## src/hdl/logic_timer_slot_bank_assert.svh

```systemverilog
// ----------------------------------------------------------------------------
// Timer slot bank assertion macros
// Concurrent property wrappers that compile away under SYNTHESIS.
// ----------------------------------------------------------------------------
`ifndef LOGIC_TIMER_SLOT_BANK_ASSERT_SVH
`define LOGIC_TIMER_SLOT_BANK_ASSERT_SVH

`ifndef SYNTHESIS
`define TSB_ASSERT_IMP(label, clk, rst_n, ante, cons, msg) \
	label: assert property (@(posedge clk) disable iff (!rst_n) (ante) |-> (cons)) \
		else $error(msg);
`define TSB_ASSERT_NXT(label, clk, rst_n, ante, cons, msg) \
	label: assert property (@(posedge clk) disable iff (!rst_n) (ante) |=> (cons)) \
		else $error(msg);
`else
`define TSB_ASSERT_IMP(label, clk, rst_n, ante, cons, msg)
`define TSB_ASSERT_NXT(label, clk, rst_n, ante, cons, msg)
`endif

`endif

```

## src/hdl/tsb_pkg.sv

```systemverilog
// ----------------------------------------------------------------------------
// Timer slot bank package
// Shared widths, command codes and sequencer states.
// ----------------------------------------------------------------------------
package tsb_pkg;

	localparam int SLOTS_DEF = 16;
	localparam int KIND_W    = 2;
	localparam int SLOT_W    = 5;
	localparam int REQ_W     = 32;
	localparam int TICK_W    = 16;
	localparam int PERIOD_W  = 31;
	localparam int ELAPSED_W = 32;
	localparam int FIRED_W   = 4;
	localparam int REC_W     = PERIOD_W + ELAPSED_W;

	typedef enum logic [KIND_W-1:0] {
		KIND_TICK   = 2'd0,
		KIND_ARM    = 2'd1,
		KIND_DISARM = 2'd2
	} kind_t;

	typedef enum logic [1:0] {
		ST_IDLE,
		ST_SCAN,
		ST_DRAIN,
		ST_FLUSH
	} state_t;

endpackage

```

## src/hdl/tsb_mem.sv

```systemverilog
// ----------------------------------------------------------------------------
// Timer slot record memory
// One write port, one read port with a registered read.
// ----------------------------------------------------------------------------
module tsb_mem #(
	parameter int DEPTH = tsb_pkg::SLOTS_DEF,
	parameter int AW    = 4,
	parameter int DW    = tsb_pkg::REC_W
) (
	input  logic          clk,
	input  logic          wr_en,
	input  logic [AW-1:0] wr_addr,
	input  logic [DW-1:0] wr_data,
	input  logic          rd_en,
	input  logic [AW-1:0] rd_addr,
	output logic [DW-1:0] rd_data
);

	logic [DW-1:0] mem [DEPTH];
	logic [DW-1:0] rd_data_q;

	always_ff @(posedge clk) begin
		if (wr_en) begin
			mem[wr_addr] <= wr_data;
		end
		if (rd_en) begin
			rd_data_q <= mem[rd_addr];
		end
	end

	assign rd_data = rd_data_q;

endmodule

```

## src/hdl/tsb_ctrl.sv

```systemverilog
// ----------------------------------------------------------------------------
// Timer slot bank controller
// Command decode, armed flags, slot scan sequencer with read-modify-write of
// the slot memory, and the fired-slot result register.
// ----------------------------------------------------------------------------
module tsb_ctrl #(
	parameter int SLOTS = tsb_pkg::SLOTS_DEF,
	parameter int IW    = 4
) (
	input  logic                              clk,
	input  logic                              arst_n,
	input  logic                              start,
	input  logic [tsb_pkg::KIND_W-1:0]        kind,
	input  logic [tsb_pkg::SLOT_W-1:0]        slot,
	input  logic signed [tsb_pkg::REQ_W-1:0]  req_period,
	input  logic [tsb_pkg::TICK_W-1:0]        tick_ms,
	output logic                              busy,
	output logic                              strobe,
	output logic [tsb_pkg::FIRED_W-1:0]       fired_slot,
	output logic                              last,
	output logic                              wr_en,
	output logic [IW-1:0]                     wr_addr,
	output logic [tsb_pkg::REC_W-1:0]         wr_data,
	output logic                              rd_en,
	output logic [IW-1:0]                     rd_addr,
	input  logic [tsb_pkg::REC_W-1:0]         rd_data
);

	localparam int SW = tsb_pkg::SLOT_W;
	localparam int PW = tsb_pkg::PERIOD_W;
	localparam int EW = tsb_pkg::ELAPSED_W;
	localparam int FW = tsb_pkg::FIRED_W;
	localparam logic [IW-1:0] LAST_IDX = IW'(SLOTS - 1);
	localparam logic [SW:0]   BANK     = (SW + 1)'(SLOTS);

	tsb_pkg::state_t state_q, state_d;

	logic [IW-1:0]     cnt_q;
	logic [15:0]       tick_q;
	logic [SLOTS-1:0]  armed_q;
	logic              vld_s2;
	logic [IW-1:0]     idx_s2;
	logic              pend_vld_q;
	logic [SW-1:0]     pend_idx_q;
	logic              strobe_q;
	logic [FW-1:0]     fired_q;
	logic              last_q;

	logic              acc;
	logic              slot_ok;
	logic              arm_we;
	logic              disarm_we;
	logic              tick_go;
	logic [IW-1:0]     slot_idx;
	logic              req_pos;
	logic [PW-1:0]     arm_period;
	logic [PW-1:0]     rec_period;
	logic [EW-1:0]     rec_elapsed;
	logic [EW-1:0]     sum;
	logic              hit;
	logic              fire;
	logic              wb_en;
	logic              emit;
	logic              flush_emit;

	assign acc       = start && !busy;
	assign slot_ok   = {1'b0, slot} < BANK;
	assign slot_idx  = slot[IW-1:0];
	assign arm_we    = acc && (kind == tsb_pkg::KIND_ARM) && slot_ok;
	assign disarm_we = acc && (kind == tsb_pkg::KIND_DISARM) && slot_ok;
	assign tick_go   = acc && (kind == tsb_pkg::KIND_TICK);

	assign req_pos    = (req_period != '0) && !req_period[tsb_pkg::REQ_W-1];
	assign arm_period = req_pos ? req_period[PW-1:0] : PW'(1);

	always_ff @(posedge clk or negedge arst_n) begin
		if (!arst_n) begin
			state_q <= tsb_pkg::ST_IDLE;
		end else begin
			state_q <= state_d;
		end
	end

	always_comb begin
		state_d = state_q;
		busy    = 1'b1;
		rd_en   = 1'b0;
		unique case (state_q)
			tsb_pkg::ST_IDLE: begin
				busy = 1'b0;
				if (tick_go) begin
					state_d = tsb_pkg::ST_SCAN;
				end
			end
			tsb_pkg::ST_SCAN: begin
				rd_en = 1'b1;
				if (cnt_q == LAST_IDX) begin
					state_d = tsb_pkg::ST_DRAIN;
				end
			end
			tsb_pkg::ST_DRAIN: begin
				state_d = tsb_pkg::ST_FLUSH;
			end
			tsb_pkg::ST_FLUSH: begin
				state_d = tsb_pkg::ST_IDLE;
			end
			default: begin
				state_d = tsb_pkg::ST_IDLE;
			end
		endcase
	end

	assign rd_addr = cnt_q;

	// slot evaluation on returned record
	assign rec_period  = rd_data[EW +: PW];
	assign rec_elapsed = rd_data[EW-1:0];
	assign sum         = rec_elapsed + EW'(tick_q);
	assign hit         = vld_s2 && armed_q[idx_s2];
	assign fire        = hit && (sum >= {1'b0, rec_period});
	assign wb_en       = hit;

	always_comb begin
		if (arm_we) begin
			wr_en   = 1'b1;
			wr_addr = slot_idx;
			wr_data = {arm_period, EW'(0)};
		end else begin
			wr_en   = wb_en;
			wr_addr = idx_s2;
			wr_data = {rec_period, fire ? EW'(0) : sum};
		end
	end

	assign emit       = fire && pend_vld_q;
	assign flush_emit = (state_q == tsb_pkg::ST_FLUSH) && pend_vld_q;

	always_ff @(posedge clk or negedge arst_n) begin
		if (!arst_n) begin
			armed_q    <= '0;
			vld_s2     <= 1'b0;
			pend_vld_q <= 1'b0;
			strobe_q   <= 1'b0;
			cnt_q      <= '0;
		end else begin
			if (arm_we) begin
				armed_q[slot_idx] <= 1'b1;
			end else if (disarm_we) begin
				armed_q[slot_idx] <= 1'b0;
			end
			if (tick_go) begin
				cnt_q <= '0;
			end else if (state_q == tsb_pkg::ST_SCAN) begin
				cnt_q <= cnt_q + IW'(1);
			end
			vld_s2   <= (state_q == tsb_pkg::ST_SCAN);
			strobe_q <= emit || flush_emit;
			if (fire) begin
				pend_vld_q <= 1'b1;
			end else if (state_q == tsb_pkg::ST_FLUSH) begin
				pend_vld_q <= 1'b0;
			end
		end
	end

	always_ff @(posedge clk) begin
		if (tick_go) begin
			tick_q <= tick_ms;
		end
		idx_s2 <= cnt_q;
		if (fire) begin
			pend_idx_q <= SW'(idx_s2);
		end
		if (emit || flush_emit) begin
			fired_q <= pend_idx_q[FW-1:0];
			last_q  <= flush_emit;
		end
	end

	assign strobe     = strobe_q;
	assign fired_slot = fired_q;
	assign last       = last_q;

endmodule

```

## src/hdl/logic_timer_slot_bank.sv

```systemverilog
// ----------------------------------------------------------------------------
// Timer slot bank
// A bank of periodic millisecond timer slots driven by tick, arm and disarm
// commands.
// ----------------------------------------------------------------------------
// Arm and disarm commands complete in the cycle they are accepted. A tick
// keeps busy high through its scan, drain and flush states: slot records are
// walked one per cycle through the single read port of the slot memory, with
// a read-modify-write of each record. Each fired slot appears as a one-cycle
// strobe with fired_slot; the final one of the tick carries last. Results are
// reported one slot late, so the first strobe of a tick comes no earlier than
// its second fired slot or the end of the scan. The receiver cannot stall
// results; a transaction on the result ports is complete when strobe is seen.
module logic_timer_slot_bank #(
	parameter int SLOTS = tsb_pkg::SLOTS_DEF
) (
	input  logic                              clk,
	input  logic                              arst_n,
	input  logic                              start,
	output logic                              busy,
	input  logic [tsb_pkg::KIND_W-1:0]        kind,
	input  logic [tsb_pkg::SLOT_W-1:0]        slot,
	input  logic signed [tsb_pkg::REQ_W-1:0]  req_period,
	input  logic [tsb_pkg::TICK_W-1:0]        tick_ms,
	output logic                              strobe,
	output logic [tsb_pkg::FIRED_W-1:0]       fired_slot,
	output logic                              last
);

`include "logic_timer_slot_bank_assert.svh"

	localparam int IW = (SLOTS > 1) ? $clog2(SLOTS) : 1;

	logic                      wr_en;
	logic [IW-1:0]             wr_addr;
	logic [tsb_pkg::REC_W-1:0] wr_data;
	logic                      rd_en;
	logic [IW-1:0]             rd_addr;
	logic [tsb_pkg::REC_W-1:0] rd_data;
	logic                      acc_cmd;
	logic                      is_tick;

	assign acc_cmd = start && !busy;
	assign is_tick = (kind == tsb_pkg::KIND_TICK);

	tsb_ctrl #(
		.SLOTS(SLOTS),
		.IW   (IW)
	) u_ctrl (
		.clk       (clk),
		.arst_n    (arst_n),
		.start     (start),
		.kind      (kind),
		.slot      (slot),
		.req_period(req_period),
		.tick_ms   (tick_ms),
		.busy      (busy),
		.strobe    (strobe),
		.fired_slot(fired_slot),
		.last      (last),
		.wr_en     (wr_en),
		.wr_addr   (wr_addr),
		.wr_data   (wr_data),
		.rd_en     (rd_en),
		.rd_addr   (rd_addr),
		.rd_data   (rd_data)
	);

	tsb_mem #(
		.DEPTH(SLOTS),
		.AW   (IW),
		.DW   (tsb_pkg::REC_W)
	) u_mem (
		.clk    (clk),
		.wr_en  (wr_en),
		.wr_addr(wr_addr),
		.wr_data(wr_data),
		.rd_en  (rd_en),
		.rd_addr(rd_addr),
		.rd_data(rd_data)
	);

	`TSB_ASSERT_NXT(a_tick_busy, clk, arst_n, acc_cmd && is_tick, busy, "tick did not raise busy")
	`TSB_ASSERT_NXT(a_last_gap, clk, arst_n, strobe && last, !strobe, "strobe right after last")
	`TSB_ASSERT_NXT(a_idle_quiet, clk, arst_n, !busy, !(strobe && !last), "early non-final result")
	`TSB_ASSERT_IMP(a_ctl_busy, clk, arst_n, acc_cmd && !is_tick, ##1 !busy, "arm or disarm held busy")

endmodule

```

## config.mk

```make
export PLATFORM = sky130hd
export DESIGN_NAME = logic_timer_slot_bank
export DESIGN_NICKNAME = d
export VERILOG_FILES = /design/src/hdl/tsb_pkg.sv /design/src/hdl/tsb_mem.sv /design/src/hdl/tsb_ctrl.sv /design/src/hdl/logic_timer_slot_bank.sv
export VERILOG_INCLUDE_DIRS = /design/src /design/src/hdl
export SDC_FILE = /design/constraint.sdc
export NUM_CORES = 1
export LEC_CHECK = 0
export BUFFER_PORTS_ARGS = -buffer_cell sky130_fd_sc_hd__buf_2
export CAP_MARGIN = 15
export CORE_MARGIN = 2
export CORE_UTILIZATION = 60
export CTS_BUF_LIST = sky130_fd_sc_hd__clkbuf_8
export DETAILED_ROUTE_END_ITERATION = 6
export PLACE_DENSITY = 0.76
export SLEW_MARGIN = 20
export SYNTH_ARGS = -nofsm -noshare
export SYNTH_HDL_FRONTEND = slang
export SYNTH_SLANG_ARGS = --single-unit
```

## constraint.sdc

```tcl
create_clock -name clk -period 5.5 [get_ports clk]
set_input_delay 0.55 -clock clk [delete_from_list [all_inputs] [get_ports clk]]
set_output_delay 0.55 -clock clk [all_outputs]
set_load 0.01 [all_outputs]
```

Word-level counts from Yosys, hierarchy flattened. Memory sizes are Yosys's and may differ from the RTL's. A register that Yosys moved wholly into a read port is not among the register bits. Index checks and enable logic that the tools add are counted.

Memories: 1. Flip-flop bits (word level): 54. Bits in writable memories: 1008. Logic and storage cells: 73. Bits of input ports: 58. Output and inout bits: 7.

Memories: u_mem.mem (words 16, bits a word 63, read ports 1, clocked after Yosys merged registers in 1, wr ports 1, RTL line tsb_mem.sv:19) `logic [DW-1:0] mem [DEPTH];`.

Multiplexer cells: 22. $lt $le $gt $ge: 5. Reductions and logical operators: 21. Eq/ne operators: 8. Add/sub/neg operators: 2. Bitwise operators: 3.

Operators by type and width (number): $mux W63 (1); $add A32 B16 Y32 (1); $ge A32 B31 Y1 (1); $mux W16 (2); $mux W32 (1); $reduce_bool A32 Y1 (1); $mux W31 (1); $and A16 B16 Y16 (1); $not A16 Y16 (1); $or A16 B16 Y16 (1); $logic_and A1 B1 Y1 (12); $mux W4 (3); $lt A4 B5 Y1 const B (2); $mux W1 (9); $pmux W2 S4 (1); $eq A2 B2 Y1 const B (3); $reduce_bool A2 Y1 (3); $lt A5 B5 Y1 const B (1); $add A4 B1 Y4 const B (1); $bmux W1 S4 (1); $demux W1 S4 (1); $eq A2 B1 Y1 const B (2); $eq A4 B4 Y1 const B (1); $ge A4 B1 Y1 const B (1); other kinds (6) (9).

Logic depth before layout (Yosys ltp).
Word-level depth: 8. Depth in mapped cells: 19. Depth with buffers taken out: 18.

Cells and area by module. A second synthesis with hierarchy kept.

Cells, all modules: 2176. Area, all modules: 44307.5 sq um.

By module, submodules not included: tsb_mem (instances 1, area an instance 39620.5 sq um, sequential area each 32160.8 sq um, cells each 1622); tsb_ctrl (instances 1, area an instance 4687.0 sq um, sequential area each 1456.4 sq um, cells each 554).

Worst setup path before layout. OpenSTA, ideal clock, no wires.

Path type: reg-to-reg. Start point: register u_ctrl.state_q[0]. End point: memory u_mem.mem[8][0] (netlist name), enable pin. Stages on the path, launching flop included: 9. Period minus slack after synthesis: 4711 ps. Data arrival time: 4227 ps. Slack: 789 ps. Library setup time: 485 ps. Required time: 5015 ps. Path buffers: 1. Path through: dfrtp_1 > inv_1 > ha_1 > nand2_1 > or3_1 > clkbuf_1 > o21ai_0 > o21ai_0 > nor2_1.

Longest elaborated chain between the ends: 7. Elaborated cells between the ends (all ways): 8. Classes of those cells: mux: 4; reduce/logical: 4.

RTL lines: start: declaration (RTL line tsb_ctrl.sv:36) `tsb_pkg::state_t state_q, state_d;`; start signal: assignment (RTL line tsb_ctrl.sv:78) `state_q <= tsb_pkg::ST_IDLE;`; start signal: assignment (RTL line tsb_ctrl.sv:80) `state_q <= state_d;`; $logic_not A2 Y1 (*) (RTL line tsb_ctrl.sv:88) `unique case (state_q)`; $logic_and A1 B1 Y1 (*) (RTL line tsb_ctrl.sv:66) `assign acc = start && !busy;`; $logic_and A1 B1 Y1 (*) (2 in a row) (RTL line tsb_ctrl.sv:69) `assign arm_we = acc && (kind == tsb_pkg::KIND_ARM) && slot_ok;`; $mux W1 (RTL line tsb_ctrl.sv:124) `if (arm_we) begin`; $mux W1 (RTL line tsb_mem.sv:23) `if (wr_en) begin`; $mux W1 (implied by the code) (RTL line tsb_mem.sv:24) `mem[wr_addr] <= wr_data;`; end: declaration (RTL line tsb_mem.sv:19).

Every way passes the cells marked *; elsewhere a longest branch is shown, timed or not.

Final worst setup path.
Start point: register u_mem.rd_data_q[0] (netlist: u_mem.rd_data[0]), read port of u_mem.mem. End point: memory u_mem.mem[12][5] (netlist name) (data pin).

Longest elaborated chain between the ends: 5.

RTL lines: start: declaration (RTL line tsb_mem.sv:20) `logic [DW-1:0] rd_data_q;`; $add A32 B16 Y32 (*) (RTL line tsb_ctrl.sv:118) `assign sum = rec_elapsed + EW'(tick_q);`; $ge A32 B31 Y1 (RTL line tsb_ctrl.sv:120) `assign fire = hit && (sum >= {1'b0, rec_period});`; $logic_and A1 B1 Y1 (RTL line tsb_ctrl.sv:120); $mux W32 (*) (RTL line tsb_ctrl.sv:131) `wr_data = {rec_period, fire ? EW'(0) : sum};`; $mux W63 (*) (RTL line tsb_ctrl.sv:124); net u_ctrl.wr_data (one bit) (RTL line tsb_ctrl.sv:23) `output logic [tsb_pkg::REC_W-1:0] wr_data,`.

The timed path passes the listed nets; every way through them passes the cells marked *.

==> results.toml <==
[timing]
fin_worst_skew_ns = 0.0509
setup_tns_ns = 0
fin_crit_ns = 5.14
setup_ws_ns = 0.358
slew_headroom = 0.298
hold_viol_final = 0
period_share = 0.935
slew_violations = 0
rsz0062_at_grt = "no"
setup_violations = 0
worst_slew_pin_slew_ns = 1.05
holdWs_ns = 0.127
fmax_ghz = 0.194

[grt]
grt_max_degree = 77
grt_first_pass_wirelength_mm = 150
grt_pass1_vias = 23100
grt_use_total = 0.271
overflow = 0
antenna_found_initial = 2

[floorplan]
die_w_um = 276
die_h_um = 276
die-area_um2 = 76300
rows = 99
fp.coreArea_um2 = 73200
initial_core_util = 0.607
io_pins = 65

[route]
dr.pass1.iters = 5
num_vias = 22400
drc_errors = 0
drtAntennaViolNets = 0
drt-initial-drc-count = 2703
finalWirelength_mm = 101
routed_via_density = 6.60
wl_per_cell_um = 29.8

[setup_path]
critPathLaunchType = "flip-flop"
arrival_ns = 5.62
cp_data_required_time_ns = 5.98
r2r_slack_ns = 0.36
crit_type = "flip-flop to flip-flop"
cp-end-kind = "flip-flop"
crit_fanout = 27

[cts]
cts_buffer_depth = 3
cts_tree = "built"
postCtsSetupBuffers = 0
cts_root_buf = "clkbuf_8"
clk_pin_slew_worst_paths_ns = 0.06
numCtsBuffers = 170
cts_max_level = 4
clk_latency_ns = 0.83
cts_sinks = 1125

[yosys]
synth.distinct_cells = 58
yosysWarningCount = 0
ys.flop_type = "edfxtp_1"
syn_area_um2 = 44500
yosysSeqAreaShare = 0.756
synthCells = 2068
async_flop_share = 0.0222
syn_avg_cell_area_um2 = 21.5
ys_seq_elements = 1125
synth-edff-count = 1096
syn_nets = 2180

[placed_design]
placed_cells = 3078
io_buffers = 64
post-place-ws_ns = -0.134
hpwl_mm = 54.9
dpl_cell_area_um2 = 46600
place_congestion = 0.849

[pwr]
power_density_nw_per_um2 = 518
p_leak_nw = 16.2
power_mw = 25.9
ir_drop_mv = 0.381

[finish]
area_growth_pct = 12.4
final_cell_area_um2 = 50000
layout_common_cells = "edfxtp_1, mux4_2, clkbuf_8"
drive_above_1_share = 0.300
nFillCells = 4344
layout_commonest_cell = "edfxtp_1"
final_cell_count_no_fill = 3400
fin_nets = 2420
utilization = 0.683

[hold_path]
hp-class = "input pin to flip-flop"

[job]
cap_violations = 0

[status]
outcome = "completed"
sequential cells by signal (all words and copies together), names as in the netlist, named ones only:
signal	count
u_ctrl.tick_q	16
u_mem.rd_data	63
u_ctrl.fired_slot	4
u_ctrl.rd_addr	4
u_ctrl.last	1
u_ctrl.idx_s2	4
u_ctrl.vld_s2	1
u_ctrl.strobe	1
u_ctrl.state_q	2
u_ctrl.pend_vld_q	1
u_ctrl.pend_idx_q	4
u_mem.mem	1008
layer usage:
metal / global-route usage / vias up / wire length [um]
met2: 0.436 / 1246 / 50300
met1: 0.382 / 11800 / 39600
met5: 0 / - / 15
met4: 0.0886 / 2 / 2490
li1: - / 9161 / -
met3: 0.0530 / 170 / 8760
path summary, 6_finish.rpt:
path / to / cells past startpoint / startpoint
setup / recovery: u_mem.mem[12][5] / 19 / u_mem.rd_data[0]
hold / removal: flip-flop / 3 / slot[0]
setup reg to reg: u_mem.mem[12][5] / 19 / u_mem.rd_data[0]
hold reg to reg: u_ctrl.fired_slot[3] / 0 / u_ctrl.pend_idx_q[3]
max in group asynchronous: u_ctrl.rd_addr[2] / 2 / arst_n
min in group asynchronous: asynchronous set/reset pin / 2 / arst_n
repair_timing:
action,in CTS,in global routing
endpoints found under the hold margin,41,0
resized for setup,11,4
endpoints found under the setup margin,158,321
hold buffers,17,0
pin swaps,0,0
report_power, final:
| part | internal [mW] | switching, mW |
|---|---|---|
| Sequential | 11.5 | 0.528 |
| Clock | 3.08 | 3.12 |
| Combinational | 3.34 | 4.32 |
| Total | 17.9 | 7.96 |
cell type report:
type | count | area (um2) | share of cell area
flip-flops and latches | 1125 | 33600 | 0.673
diodes | 1 | 2.50 | 0.0000501
multi-input cells | 793 | 10500 | 0.211
inverters | 55 | 206 | 0.00413
repair buffers | 163 | 1330 | 0.0266
clock buffers | 176 | 2420 | 0.0485
clock inverters | 128 | 632 | 0.0126
well taps | 959 | 1200 | 0.0240
critical path: stages, from the launching register on:
cell and delay [ns]:
edfxtp_1 0.38, ha_1 0.22, inv_1 0.08, fa_1 0.22
nor2b_1 0.08, o31a_1 0.30, o311ai_1 0.43, a21oi_2 0.21
o21a_1 0.22, a311oi_1 0.38, inv_1 0.09, ha_1 0.30
and4_1 0.21, nor4bb_1 0.15, o221ai_1 0.08, nor2_1 0.08
a21oi_1 0.25, a31oi_4 0.14, buf_12 0.22, nor3b_2 0.76
cell families after synthesis:
| logic type | share of synthesized area |
|---|---|
| flops | 0.756 |
| mux | 0.163 |
| simple gates | 0.0250 |
| compound gates | 0.0232 |
| buf+inv | 0.0134 |
| fa+ha+maj | 0.0154 |
| xor+xnor | 0.00394 |
cells in the mapped netlist, drive strengths merged, types with 3 or more instances:
cell / number / area, um2
edfxtp: 1096 / 32900
mux4: 319 / 7180
o21ai: 77 / 385
nand2: 76 / 285
clkbuf: 72 / 272
inv: 55 / 206
ha: 53 / 663
nor2: 43 / 161
a21oi: 33 / 165
nor3: 28 / 140
dfrtp: 25 / 626
buf: 23 / 116
nor3b: 21 / 158
a211oi: 11 / 87.6
nand3: 11 / 55.1
xor2: 11 / 96.3
o31ai: 10 / 75.1
nor4: 9 / 56.3
xnor2: 9 / 78.8
nand4: 8 / 50.1
o21a: 7 / 52.6
or3: 7 / 43.8
and3: 6 / 37.5
a21o: 5 / 37.5
a31oi: 5 / 46.3
nor2b: 5 / 31.3
dfxtp: 4 / 80.1
mux2: 4 / 45.0
o31a: 4 / 35.0
and4: 3 / 26.3
nand2b: 3 / 18.8
Power figures use the tool's default switching activity.
